## config.mk

```make
export PLATFORM = sky130hd
export DESIGN_NAME = partitioned_request_quota
export DESIGN_NICKNAME = d
export VERILOG_FILES = /design/src/rpq_pkg.sv /design/src/rpq_in_reg.sv /design/src/rpq_split.sv /design/src/partitioned_request_quota.sv
export SDC_FILE = /design/constraint.sdc
export NUM_CORES = 2
export LEC_CHECK = 0
export ABC_AREA = 1
export BUFFER_PORTS_ARGS = -buffer_cell sky130_fd_sc_hd__buf_2
export CAP_MARGIN = 5
export CORE_MARGIN = 2
export CORE_UTILIZATION = 65
export DETAILED_ROUTE_END_ITERATION = 8
export PLACE_DENSITY = 0.82
export SLEW_MARGIN = 20
export SYNTH_ARGS = -nofsm -noshare
export SYNTH_HDL_FRONTEND = slang
export SYNTH_SLANG_ARGS = --single-unit
export TNS_END_PERCENT = 1
```

## constraint.sdc

```tcl
create_clock -name i_clk -period 17 [get_ports i_clk]
set_clock_uncertainty 0.15 [all_clocks]
set_input_delay 0.85 -clock i_clk [delete_from_list [all_inputs] [get_ports i_clk]]
set_output_delay 0.85 -clock i_clk [all_outputs]
set_load 0.005 [all_outputs]
```

## src/rpq_pkg.sv

```systemverilog
package rpq_pkg;

    localparam int COUNT_BITS = 17;
    localparam int OUT_BITS   = 17;
    localparam int BASE_BITS  = (COUNT_BITS > 17) ? COUNT_BITS : 17;
    localparam int SUM_BITS   = BASE_BITS + 3;
    localparam int SHARE_BITS = 16;

    localparam logic signed [COUNT_BITS-1:0] CNT_LO = {1'b1, {(COUNT_BITS-1){1'b0}}};
    localparam logic signed [COUNT_BITS-1:0] CNT_HI = {1'b0, {(COUNT_BITS-1){1'b1}}};

    typedef enum logic [2:0] {
        REQ_CHECK   = 3'd0,
        REQ_CONSUME = 3'd1,
        REQ_REFILL  = 3'd2,
        REQ_REPART  = 3'd3,
        REQ_LOAD    = 3'd4
    } t_req_type;

    typedef enum logic [1:0] {
        CAT_TITLE   = 2'd0,
        CAT_MARKET  = 2'd1,
        CAT_PROFILE = 2'd2,
        CAT_POOL    = 2'd3
    } t_category;

    typedef enum logic [2:0] {
        CFG_HOURLY_MAX    = 3'd0,
        CFG_MARKET_SHARE  = 3'd1,
        CFG_PROFILE_SHARE = 3'd2,
        CFG_TITLE_SHARE   = 3'd3,
        CFG_AUTO_BORROW   = 3'd4
    } t_cfg_idx;

    typedef struct packed {
        logic [2:0]  req_type;
        logic [1:0]  category;
        logic [15:0] load_value;
    } t_req;

    typedef struct packed {
        logic [15:0]           hourly_max;
        logic [SHARE_BITS-1:0] market_share;
        logic [SHARE_BITS-1:0] profile_share;
        logic [SHARE_BITS-1:0] title_share;
        logic                  auto_borrow;
    } t_cfg;

    typedef struct packed {
        logic signed [COUNT_BITS-1:0] title;
        logic signed [COUNT_BITS-1:0] market;
        logic signed [COUNT_BITS-1:0] profile;
        logic signed [COUNT_BITS-1:0] pool;
    } t_split;

    function automatic logic signed [COUNT_BITS-1:0] clamp_cnt(
        input logic signed [SUM_BITS-1:0] v
    );
        logic signed [SUM_BITS-1:0] lo_w;
        logic signed [SUM_BITS-1:0] hi_w;
        lo_w = SUM_BITS'(CNT_LO);
        hi_w = SUM_BITS'(CNT_HI);
        if (v < lo_w) begin
            return CNT_LO;
        end else if (v > hi_w) begin
            return CNT_HI;
        end
        return v[COUNT_BITS-1:0];
    endfunction

    function automatic logic signed [COUNT_BITS-1:0] dec_sat(
        input logic signed [COUNT_BITS-1:0] v
    );
        return (v == CNT_LO) ? CNT_LO : v - COUNT_BITS'(1);
    endfunction

    function automatic logic is_pos(input logic signed [COUNT_BITS-1:0] v);
        return !v[COUNT_BITS-1] && (v != '0);
    endfunction

    function automatic logic [OUT_BITS-1:0] to_out(
        input logic signed [COUNT_BITS-1:0] v
    );
        logic signed [63:0] w;
        w = 64'(v);
        return w[OUT_BITS-1:0];
    endfunction

endpackage

```

## src/rpq_in_reg.sv

```systemverilog
module rpq_in_reg (
    input  logic               i_clk,
    input  logic               i_rst_n,
    input  logic               i_valid,
    output logic               o_ready,
    input  rpq_pkg::t_req      i_req,
    input  logic               i_take,
    output logic               o_valid,
    output rpq_pkg::t_req      o_req
);

    logic          r_valid;
    rpq_pkg::t_req r_req;

    assign o_ready = !r_valid || i_take;
    assign o_valid = r_valid;
    assign o_req   = r_req;

    always_ff @(posedge i_clk) begin
        if (!i_rst_n) begin
            r_valid <= 1'b0;
        end else if (o_ready) begin
            r_valid <= i_valid;
        end
    end

    always_ff @(posedge i_clk) begin
        if (o_ready && i_valid) begin
            r_req <= i_req;
        end
    end

endmodule

```

## src/rpq_split.sv

```systemverilog
module rpq_split (
    input  logic signed [rpq_pkg::BASE_BITS-1:0] i_base,
    input  rpq_pkg::t_cfg                        i_cfg,
    output rpq_pkg::t_split                      o_split
);

    localparam int BW = rpq_pkg::BASE_BITS;
    localparam int SW = rpq_pkg::SUM_BITS;
    localparam int PW = rpq_pkg::BASE_BITS + rpq_pkg::SHARE_BITS;

    function automatic logic signed [SW-1:0] share_of(
        input logic signed [BW-1:0]                 base,
        input logic [rpq_pkg::SHARE_BITS-1:0]       share
    );
        logic [BW-1:0]          mag;
        logic [PW-1:0]          prod;
        logic signed [SW-1:0]   part;
        mag  = base[BW-1] ? BW'(-base) : BW'(base);
        prod = PW'(mag) * PW'(share);
        part = SW'(prod[PW-1:rpq_pkg::SHARE_BITS]);
        return base[BW-1] ? -part : part;
    endfunction

    logic signed [SW-1:0] w_base;
    logic signed [SW-1:0] w_market;
    logic signed [SW-1:0] w_profile;
    logic signed [SW-1:0] w_title;
    logic signed [SW-1:0] w_pool;

    assign w_base    = SW'(i_base);
    assign w_market  = share_of(i_base, i_cfg.market_share);
    assign w_profile = share_of(i_base, i_cfg.profile_share);
    assign w_title   = share_of(i_base, i_cfg.title_share);
    assign w_pool    = w_base - w_market - w_profile - w_title;

    assign o_split.market  = rpq_pkg::clamp_cnt(w_market);
    assign o_split.profile = rpq_pkg::clamp_cnt(w_profile);
    assign o_split.title   = rpq_pkg::clamp_cnt(w_title);
    assign o_split.pool    = rpq_pkg::clamp_cnt(w_pool);

endmodule

```

## src/partitioned_request_quota.sv

```systemverilog
// An accepted transaction is captured in the input register and then in the result
// register, which takes it only when no result is held or the held one is being taken.
// Throughput: one transaction per cycle unless the output stalls; the credit update runs
// combinationally through three 16-bit share multipliers from input to result register.
// Reset (synchronous, active low) clears all credits, configuration and valid flags.
module partitioned_request_quota (
    input  logic                              i_clk,
    input  logic                              i_rst_n,
    input  logic                              i_in_valid,
    output logic                              o_in_ready,
    input  logic [2:0]                        i_req_type,
    input  logic [1:0]                        i_category,
    input  logic [15:0]                       i_load_value,
    output logic                              o_out_valid,
    input  logic                              i_out_ready,
    output logic                              o_granted,
    output logic signed [rpq_pkg::OUT_BITS-1:0] o_category_left,
    output logic signed [rpq_pkg::OUT_BITS-1:0] o_total_left,
    input  logic                              i_cfg_we,
    input  logic [2:0]                        i_cfg_index,
    input  logic [15:0]                       i_cfg_data
);

    localparam int C  = rpq_pkg::COUNT_BITS;
    localparam int BW = rpq_pkg::BASE_BITS;
    localparam int SW = rpq_pkg::SUM_BITS;

    rpq_pkg::t_cfg   r_cfg;
    rpq_pkg::t_req   w_in_req;
    rpq_pkg::t_req   w_req;
    rpq_pkg::t_split w_split;
    logic            w_req_valid;
    logic            w_advance;

    logic signed [C-1:0]  r_total, r_title, r_market, r_profile, r_pool;
    logic signed [C-1:0]  n_total, n_title, n_market, n_profile, n_pool;
    logic signed [C-1:0]  w_cat_now;
    logic signed [C-1:0]  n_cat_left;
    logic signed [BW-1:0] w_base;
    logic                 w_grant;

    logic                             r_out_valid;
    logic                             r_granted;
    logic [rpq_pkg::OUT_BITS-1:0]     r_cat_left;
    logic [rpq_pkg::OUT_BITS-1:0]     r_total_left;

    assign w_in_req.req_type   = i_req_type;
    assign w_in_req.category   = i_category;
    assign w_in_req.load_value = i_load_value;

    assign w_advance = w_req_valid && (!r_out_valid || i_out_ready);

    rpq_in_reg u_in_reg (
        .i_clk   (i_clk),
        .i_rst_n (i_rst_n),
        .i_valid (i_in_valid),
        .o_ready (o_in_ready),
        .i_req   (w_in_req),
        .i_take  (w_advance),
        .o_valid (w_req_valid),
        .o_req   (w_req)
    );

    always_ff @(posedge i_clk) begin
        if (!i_rst_n) begin
            r_cfg <= '0;
        end else if (i_cfg_we) begin
            unique case (i_cfg_index)
                rpq_pkg::CFG_HOURLY_MAX:    r_cfg.hourly_max    <= i_cfg_data;
                rpq_pkg::CFG_MARKET_SHARE:  r_cfg.market_share  <= i_cfg_data;
                rpq_pkg::CFG_PROFILE_SHARE: r_cfg.profile_share <= i_cfg_data;
                rpq_pkg::CFG_TITLE_SHARE:   r_cfg.title_share   <= i_cfg_data;
                rpq_pkg::CFG_AUTO_BORROW:   r_cfg.auto_borrow   <= i_cfg_data[0];
                default: ;
            endcase
        end
    end

    assign w_base = (w_req.req_type == rpq_pkg::REQ_REPART) ? BW'(r_total)
                                                            : BW'(r_cfg.hourly_max);

    rpq_split u_split (
        .i_base  (w_base),
        .i_cfg   (r_cfg),
        .o_split (w_split)
    );

    always_comb begin
        unique case (w_req.category)
            rpq_pkg::CAT_TITLE:   w_cat_now = r_title;
            rpq_pkg::CAT_MARKET:  w_cat_now = r_market;
            rpq_pkg::CAT_PROFILE: w_cat_now = r_profile;
            default:              w_cat_now = r_pool;
        endcase
    end

    assign w_grant = rpq_pkg::is_pos(r_total) &&
                     (rpq_pkg::is_pos(w_cat_now) ||
                      (r_cfg.auto_borrow && rpq_pkg::is_pos(r_pool)));

    always_comb begin
        n_total   = r_total;
        n_title   = r_title;
        n_market  = r_market;
        n_profile = r_profile;
        n_pool    = r_pool;
        unique case (w_req.req_type)
            rpq_pkg::REQ_CONSUME: begin
                n_total = rpq_pkg::dec_sat(r_total);
                if (!rpq_pkg::is_pos(w_cat_now) || w_req.category == rpq_pkg::CAT_POOL) begin
                    n_pool = rpq_pkg::dec_sat(r_pool);
                end
                unique case (w_req.category)
                    rpq_pkg::CAT_TITLE:   n_title   = rpq_pkg::dec_sat(r_title);
                    rpq_pkg::CAT_MARKET:  n_market  = rpq_pkg::dec_sat(r_market);
                    rpq_pkg::CAT_PROFILE: n_profile = rpq_pkg::dec_sat(r_profile);
                    default: ;
                endcase
            end
            rpq_pkg::REQ_REFILL, rpq_pkg::REQ_REPART: begin
                n_title   = w_split.title;
                n_market  = w_split.market;
                n_profile = w_split.profile;
                n_pool    = w_split.pool;
            end
            rpq_pkg::REQ_LOAD: begin
                n_total = rpq_pkg::clamp_cnt(SW'(w_req.load_value));
            end
            default: ;
        endcase
    end

    always_comb begin
        unique case (w_req.category)
            rpq_pkg::CAT_TITLE:   n_cat_left = n_title;
            rpq_pkg::CAT_MARKET:  n_cat_left = n_market;
            rpq_pkg::CAT_PROFILE: n_cat_left = n_profile;
            default:              n_cat_left = n_pool;
        endcase
    end

    always_ff @(posedge i_clk) begin
        if (!i_rst_n) begin
            r_total   <= '0;
            r_title   <= '0;
            r_market  <= '0;
            r_profile <= '0;
            r_pool    <= '0;
        end else if (w_advance) begin
            r_total   <= n_total;
            r_title   <= n_title;
            r_market  <= n_market;
            r_profile <= n_profile;
            r_pool    <= n_pool;
        end
    end

    always_ff @(posedge i_clk) begin
        if (!i_rst_n) begin
            r_out_valid <= 1'b0;
        end else if (w_advance) begin
            r_out_valid <= 1'b1;
        end else if (i_out_ready) begin
            r_out_valid <= 1'b0;
        end
    end

    always_ff @(posedge i_clk) begin
        if (w_advance) begin
            r_granted    <= w_grant;
            r_cat_left   <= rpq_pkg::to_out(n_cat_left);
            r_total_left <= rpq_pkg::to_out(n_total);
        end
    end

    assign o_out_valid     = r_out_valid;
    assign o_granted       = r_granted;
    assign o_category_left = r_cat_left;
    assign o_total_left    = r_total_left;

    a_hold_state : assert property (@(posedge i_clk) disable iff (!i_rst_n)
        r_out_valid && !i_out_ready |=> $stable(r_total) && $stable(r_pool))
        else $error("Credits changed while a result transaction was stalled.");

    a_total_match : assert property (@(posedge i_clk) disable iff (!i_rst_n)
        o_out_valid |-> o_total_left == rpq_pkg::to_out(r_total))
        else $error("Reported total does not match the total credit.");

    a_in_capture : assert property (@(posedge i_clk) disable iff (!i_rst_n)
        i_in_valid && o_in_ready |=> w_req_valid)
        else $error("Accepted transaction was not held in the input register.");

    a_check_no_update : assert property (@(posedge i_clk) disable iff (!i_rst_n)
        w_advance && w_req.req_type == rpq_pkg::REQ_CHECK
        |=> $stable(r_total) && $stable(r_pool) && $stable(r_title))
        else $error("A check transaction modified the credits.");

endmodule
```

Word-level counts from Yosys, hierarchy flattened --
Cells that the tools add are included.
Storage, ports and cells: register bits after elaboration 208, bits in latches 0, RAM bits 0, memory bits (read-only) 0, input port bits 45, output and inout bits 37, word-level logic and storage cells 129, memories 0
Cells by class: $add $sub $neg 12, multipliers 3, div/mod/pow operators 0, magnitude comparators 8, equality and inequality tests 16, shifts and indexed selects 0, mux-type cells 43, bitwise gates (word level) 0, reduce and logical (&&, ||, !) cells 29
Operators by type and width (count):
- $mux W17 | 23
- $pmux W17 S2 | 5
- $pmux W17 S3 | 2
- $mul A17 B16 Y33 | 3
- $eq A17 B17 Y1 const B | 5
- $sub A17 B2 Y17 const B | 5
- $gt A20 B17 Y1 const B | 4
- $lt A20 B17 Y1 const B | 4
- $mux W20 | 3
- $neg A17 Y20 | 3
- $reduce_bool A17 Y1 | 3
- $sub A20 B20 Y20 | 2
- $sub A17 B20 Y20 | 1
- $neg A17 Y17 | 1
- $eq A3 B2 Y1 const B | 4
- $mux W1 | 10
- $reduce_and A2 Y1 | 5
- $logic_and A1 B1 Y1 | 7
- $eq A3 B1 Y1 const B | 2
- $eq A3 B3 Y1 const B | 2
- $logic_not A1 Y1 | 6
- $eq A2 B2 Y1 const B | 2
- $logic_or A1 B1 Y1 | 4
- $logic_not A3 Y1 | 1
- 4 further kinds | 4

Logic depth before layout (Yosys ltp) --
depth after elaboration 16, depth in mapped cells 71, gate-level depth less buffers 68

By module --
A second synthesis with hierarchy kept.
Unflattened totals: cells, all modules 6188, area total of the unflattened synthesis 43616.8 µm²
By module, submodules not included:
- rpq_split | times used 1, cells an instance 4446, area each 31712.9 µm², sequential area each 0.0 µm²
- partitioned_request_quota | times used 1, cells an instance 1714, area each 11222.0 µm², sequential area each 4073.9 µm²
- rpq_in_reg | times used 1, cells an instance 28, area each 681.9 µm², sequential area each 650.6 µm²

Worst setup path before layout --
No wires, ideal clock.
kind flip-flop to flip-flop, start point register u_in_reg.r_req (netlist bit u_in_reg.o_req[18]), end point register r_cat_left (netlist bit o_category_left[7]), data pin, setup time 254 ps, arrival time 11493 ps, required time 16596 ps, setup slack 5103 ps, stages on the path, launching flop included 62, buffers on the path 5, clock period less this slack 11897 ps, cells stage by stage edfxtp_1 -> buf_2 -> nand3_2 -> buf_6 -> nand2_2 -> nand2_2 -> clkbuf_1 -> ha_1 -> inv_1 -> nor3_1 -> nand3_1 -> inv_1 -> nand3_1 -> o211ai_1 -> nand2_1 -> inv_1 -> clkbuf_1 -> nand2_1 -> [26 not listed] -> ha_1 -> nand2_1 -> nor4_1 -> a21oi_1 -> o21bai_1 -> a21oi_1 -> o21ai_0 -> xor2_1 -> nand3_2 -> nand2_1 -> nand2_1 -> nand3_2 -> buf_2 -> nand3_1 -> nand2_1 -> nand2_1 -> nand2_1 -> nand2_1
Between the ends: longest elaborated chain between the ends 16, elaborated cells between the ends (all ways) 48, classes of those cells add/sub (7); mul (3); order compare (8); eq/ne (3); mux (26); reduce/logical (1)
Ends and longest elaborated chain:
- start: declaration | RTL line rpq_in_reg.sv:13 | rpq_pkg::t_req r_req;
- start signal: assignment | RTL line rpq_in_reg.sv:29 | r_req <= i_req;
- $eq A3 B2 Y1 | RTL line partitioned_request_quota.sv:79, partitioned_request_quota.sv:107
- $mux W17 | RTL line partitioned_request_quota.sv:79 | assign w_base = (w_req.req_type == rpq_pkg::REQ_REPART) ? BW'(r_total)
- $neg A17 Y17 | RTL line rpq_split.sv:18 | mag = base[BW-1] ? BW'(-base) : BW'(base);
- $mux W17 | RTL line rpq_split.sv:18
- $mul A17 B16 Y33 | RTL line rpq_split.sv:19 | prod = PW'(mag) * PW'(share);
- $neg A17 Y20 | RTL line rpq_split.sv:21 | return base[BW-1] ? -part : part;
- $mux W20 | RTL line rpq_split.sv:21
- $sub A17 B20 Y20 | RTL line rpq_split.sv:34 | assign w_pool = w_base - w_market - w_profile - w_title;
- $sub A20 B20 Y20 (2 in series) | RTL line rpq_split.sv:34
- $gt A20 B17 Y1 | RTL line rpq_pkg.sv:65 | end else if (v > hi_w) begin
- $mux W1 | RTL line rpq_pkg.sv:65
- $mux W1 | RTL line rpq_pkg.sv:63 | if (v < lo_w) begin
- $mux W17 | RTL line rpq_pkg.sv:68 | return v[COUNT_BITS-1:0];
- $pmux W17 S2 | RTL line partitioned_request_quota.sv:107 | unique case (w_req.req_type)
- $pmux W17 S3 (*) | RTL line partitioned_request_quota.sv:134 | unique case (w_req.category)
- named net n_cat_left[7] | RTL line partitioned_request_quota.sv:38 | logic signed [C-1:0] n_cat_left;
- end signal: assignment | RTL line partitioned_request_quota.sv:171 | r_cat_left <= rpq_pkg::to_out(n_cat_left);
- end: declaration | RTL line partitioned_request_quota.sv:44 | logic [rpq_pkg::OUT_BITS-1:0] r_cat_left;
Mark *: on every way through the listed nets, which the timed path passes. The rest lies on a longest branch. A chain may end at the register's enable or synchronous reset.

Final worst setup path --
start point register u_in_reg.r_req (netlist bit u_in_reg.o_req[20]), end point register r_cat_left (netlist bit o_category_left[0]), data pin
The elaborated chain is that of the path after synthesis.

==> impl_results.md <==
- Int Power: 1260 uW
- Number of clock buffers inserted by TritonCTS: 27
- Maximum level of the CTS H-tree: 1
- Post-CTS clock slew at the launch and capture registers of the worst setup and hold paths: 0.07 ns
- Buffers inserted by post-CTS timing repair: 0
- Drt first-iter violations: 4579
- Proportion of power drawn by combinational gates: between 40 and 50%
- Resize count post-CTS: 0
- Critical path data required time: 17.33 ns
- Uppermost layer routed: met5
- Part of the power in the clock network: 28.8%
- Reg2Reg Launch Point: u_in_reg.o_req[20]
- Via count of the first global-routing pass: 39886
- Wire length of the first global-routing pass: 218000 um
- Synth unique cells: 53
- Nets: between 6000 and 7000
- DR WL met3: about 19000 um
- CP delay by family, top: adder cells
- Layout Cell Area excl Fill: between 40000 and 50000 um2
- Category of the critical setup timing path: reg2reg
- Number of synthesized flops with an enable pin: 56
- Vias per inst: 5.92
- Avg Inst Size Synth: around 7.2 um2
- Aggregate routed wire length: 138000 um
- Number of buffers and inverters on the critical path: 15
- Die extent in y: 260 um
- Routability Congestion: ~1.1
- Gr ovfl total: 0
- Total number of clock tree sinks: 208
- Net count of the mapped netlist: 6921
- Largest net degree at the start of global routing: 87
- Dominant synthesized flop cell: sky130_fd_sc_hd__dfxtp_1
- Met1 wire length: 50000 um
- CTS Buffer Depth: 3
- Number of antenna violations at the first check in global routing: 7
- Number of failing hold endpoints at the final stage: 0
- Start point of the worst min-delay path: i_load_value[12]
- Worst-path cell with the longest stage delay: sky130_fd_sc_hd__xor2_1
- Final setup vio count: 0
- Critical Path Sink Type: flip-flop
- Initial Util: 65.8%
- Warnings from Yosys: 0
- Netlist area before placement: about 42000 um2
- Share of flip-flops with an asynchronous set or reset after synthesis: 0%
- Count of max-cap constraint violations: 0
- Die width: between 200 and 300 um
- Area growth from synthesis to layout: 4.68%
- Cell at the root of the clock tree: sky130_fd_sc_hd__clkbuf_16
- Seq/Total Area, Yosys: 11.1%
- Switch share: between 40% and 50%
- Result of the run: finished clean
- Switching power: ~1100 uW
- Max-slew headroom: around an eighth
- CP max stage delay: 0.58 ns
- Routed length on met2: 58500 um
- Static leakage: 0.0232 uW
- Setup TNS: 0 ns
- Number of iterations in the first detailed-routing pass: 9
- Core region area: approximately 64000 um2
- Standard cell area after detailed placement: 43400 um2
- Cell count after synthesis: 5882
- Unrepaired setup endpoints after global routing: false
- Number of ports placed on the die boundary: 82
- #FFs+latches synth: around 210
- Pins Over Slew Limit: 0
- Placed wire-length estimate: 107000 um
- Count of buffers from port buffering: 81
- Slew @ Worst Pin: ~1.3 ns
- CTS tree: done
- Die area: 67300 um2
- Antenna viol nets, final: 0
- Period Utilization, post-route: 84.9%
- Hold-fix buffers at CTS: 0
- Filler cell count in the final layout: 5422
- Clock Latency Late Sink: 0.62 ns
- GRT Total Usage: 41.8%
- Sort of element at the start of the critical path: flip-flop
- Post-detailed-route wirelength per cell: between 20 and 25 um
- Largest voltage drop on the vdd net: 0.0901 mV
- Largest fanout on the critical path: 21
- Beginning of the critical path: u_in_reg.o_req[20]
- Post-route minimum period: 14.43 ns
- Via count: around 40000
- Most used cell along the critical path: sky130_fd_sc_hd__nand2_1
- Layout cell share with drive strength beyond 1: approximately 4.6%
- Pwr dens: 52.5 nW/um2
- Post-route DRC violation count: 0
- Highest clock rate: 0.0693 GHz
- Arrival time at the worst endpoint: roughly 15 ns
- Floorplan row count: 93
- Proportion of power drawn by flip-flops and latches: roughly a quarter
- Hold Crit Class: in2reg
through the flow:
stage	worst slack [ns]	hold WS, ns	std cells	total power (uW)	utilization [%]
3_5_place_dp	2.96	0.322	6644	1610	67.3
3_3_place_gp	3.26	0.316	6644	1610	67.3
4_1_cts	2.90	0.245	6694	2290	68.9
6_report	2.57	0.255	6702	2330	68.9
2_1_floorplan	5.10	0.274	5882	1270	-
5_1_grt	1.63	0.263	6699	2430	68.9
Yosys cell counts, types with 15 or more instances:
| master | count | area (um2) |
|---|---|---|
| sky130_fd_sc_hd__nor4_1 | 19 | 119 |
| sky130_fd_sc_hd__o211ai_1 | 26 | 195 |
| sky130_fd_sc_hd__edfxtp_1 | 56 | 1680 |
| sky130_fd_sc_hd__xnor2_1 | 26 | 228 |
| sky130_fd_sc_hd__nor2_1 | 647 | 2430 |
| sky130_fd_sc_hd__nand2_2 | 19 | 119 |
| sky130_fd_sc_hd__a31oi_1 | 30 | 188 |
| sky130_fd_sc_hd__xor2_1 | 93 | 815 |
| sky130_fd_sc_hd__a21oi_1 | 272 | 1360 |
| sky130_fd_sc_hd__dfxtp_1 | 152 | 3040 |
| sky130_fd_sc_hd__o21ai_0 | 274 | 1370 |
| sky130_fd_sc_hd__a21o_1 | 15 | 113 |
| sky130_fd_sc_hd__nand3_1 | 238 | 1190 |
| sky130_fd_sc_hd__inv_1 | 1313 | 4930 |
| sky130_fd_sc_hd__nand4_1 | 32 | 200 |
| sky130_fd_sc_hd__or2_2 | 18 | 113 |
| sky130_fd_sc_hd__buf_1 | 27 | 101 |
| sky130_fd_sc_hd__a22oi_1 | 16 | 120 |
| sky130_fd_sc_hd__clkbuf_1 | 185 | 694 |
| sky130_fd_sc_hd__nand2_1 | 1221 | 4580 |
| sky130_fd_sc_hd__fa_1 | 658 | 13200 |
| sky130_fd_sc_hd__nor3_1 | 43 | 215 |
| sky130_fd_sc_hd__o221ai_1 | 16 | 140 |
| sky130_fd_sc_hd__ha_1 | 336 | 4200 |
cells by family after synthesis:
family / after synthesis / share of synthesized area (%)
fa+ha+maj: 994 / 40.9
buf+inv: 1560 / 13.9
xor+xnor: 123 / 2.61
simple gates: 2274 / 21.8
flops: 208 / 11.1
compound gates: 723 / 9.60
cell usage in the layout, fill, tap and decap left out, drive strengths merged, types with 56 or more instances in the layout:
cell	n
dfxtp	152
nand2	1240
o21ai	286
buf	131
fa	658
edfxtp	56
ha	336
nand3	245
nor2	659
xor2	97
a21oi	275
inv	1329
final cells by class:
type	count	area [um2]	area share, %
multi-input combinational	4114	31800	71.6
inverter	1336	5010	11.3
sequential	208	4720	10.6
tap	855	1070	2.41
timing repair buffer	131	781	1.76
clock buffer	31	711	1.60
clock inverter	19	280	0.631
antenna	8	20.0	0.0451
power by group through the flow:
| stage | clock [uW] | sequential (uW) | combinational (uW) |
|---|---|---|---|
| after floorplan | 0 | 571 | 699 |
| after global placement | 0 | 592 | 1020 |
| after detailed placement | 0 | 592 | 1020 |
| after CTS | 671 | 582 | 1030 |
| after global routing | 685 | 586 | 1160 |
| final | 672 | 585 | 1080 |
state kept, by name, summed over array words and instances (netlist names):
register,cells
r_cfg,65
u_in_reg.o_req,21
o_category_left,17
o_total_left,17
r_market,17
r_pool,17
r_profile,17
r_title,17
r_total,17
o_granted,1
o_out_valid,1
u_in_reg.o_valid,1
path summary, 6_finish.rpt:
path | end | slack (ns) | cells after the start
worst max-delay path | o_category_left[0] | 2.57 | 65
worst min-delay path | u_in_reg.o_req[12] | 0.26 | 1
worst max register to register | o_category_left[0] | 2.57 | 65
worst min register to register | r_cfg[50] | 0.34 | 2
metal layers:
layer,track usage (%),vias to the layer above
met5,0,-
li1,-,17763
met2,63.0,2629
met4,25.2,6
met1,52.8,18622
met3,13.3,669
Power figures use the tool's default switching activity.
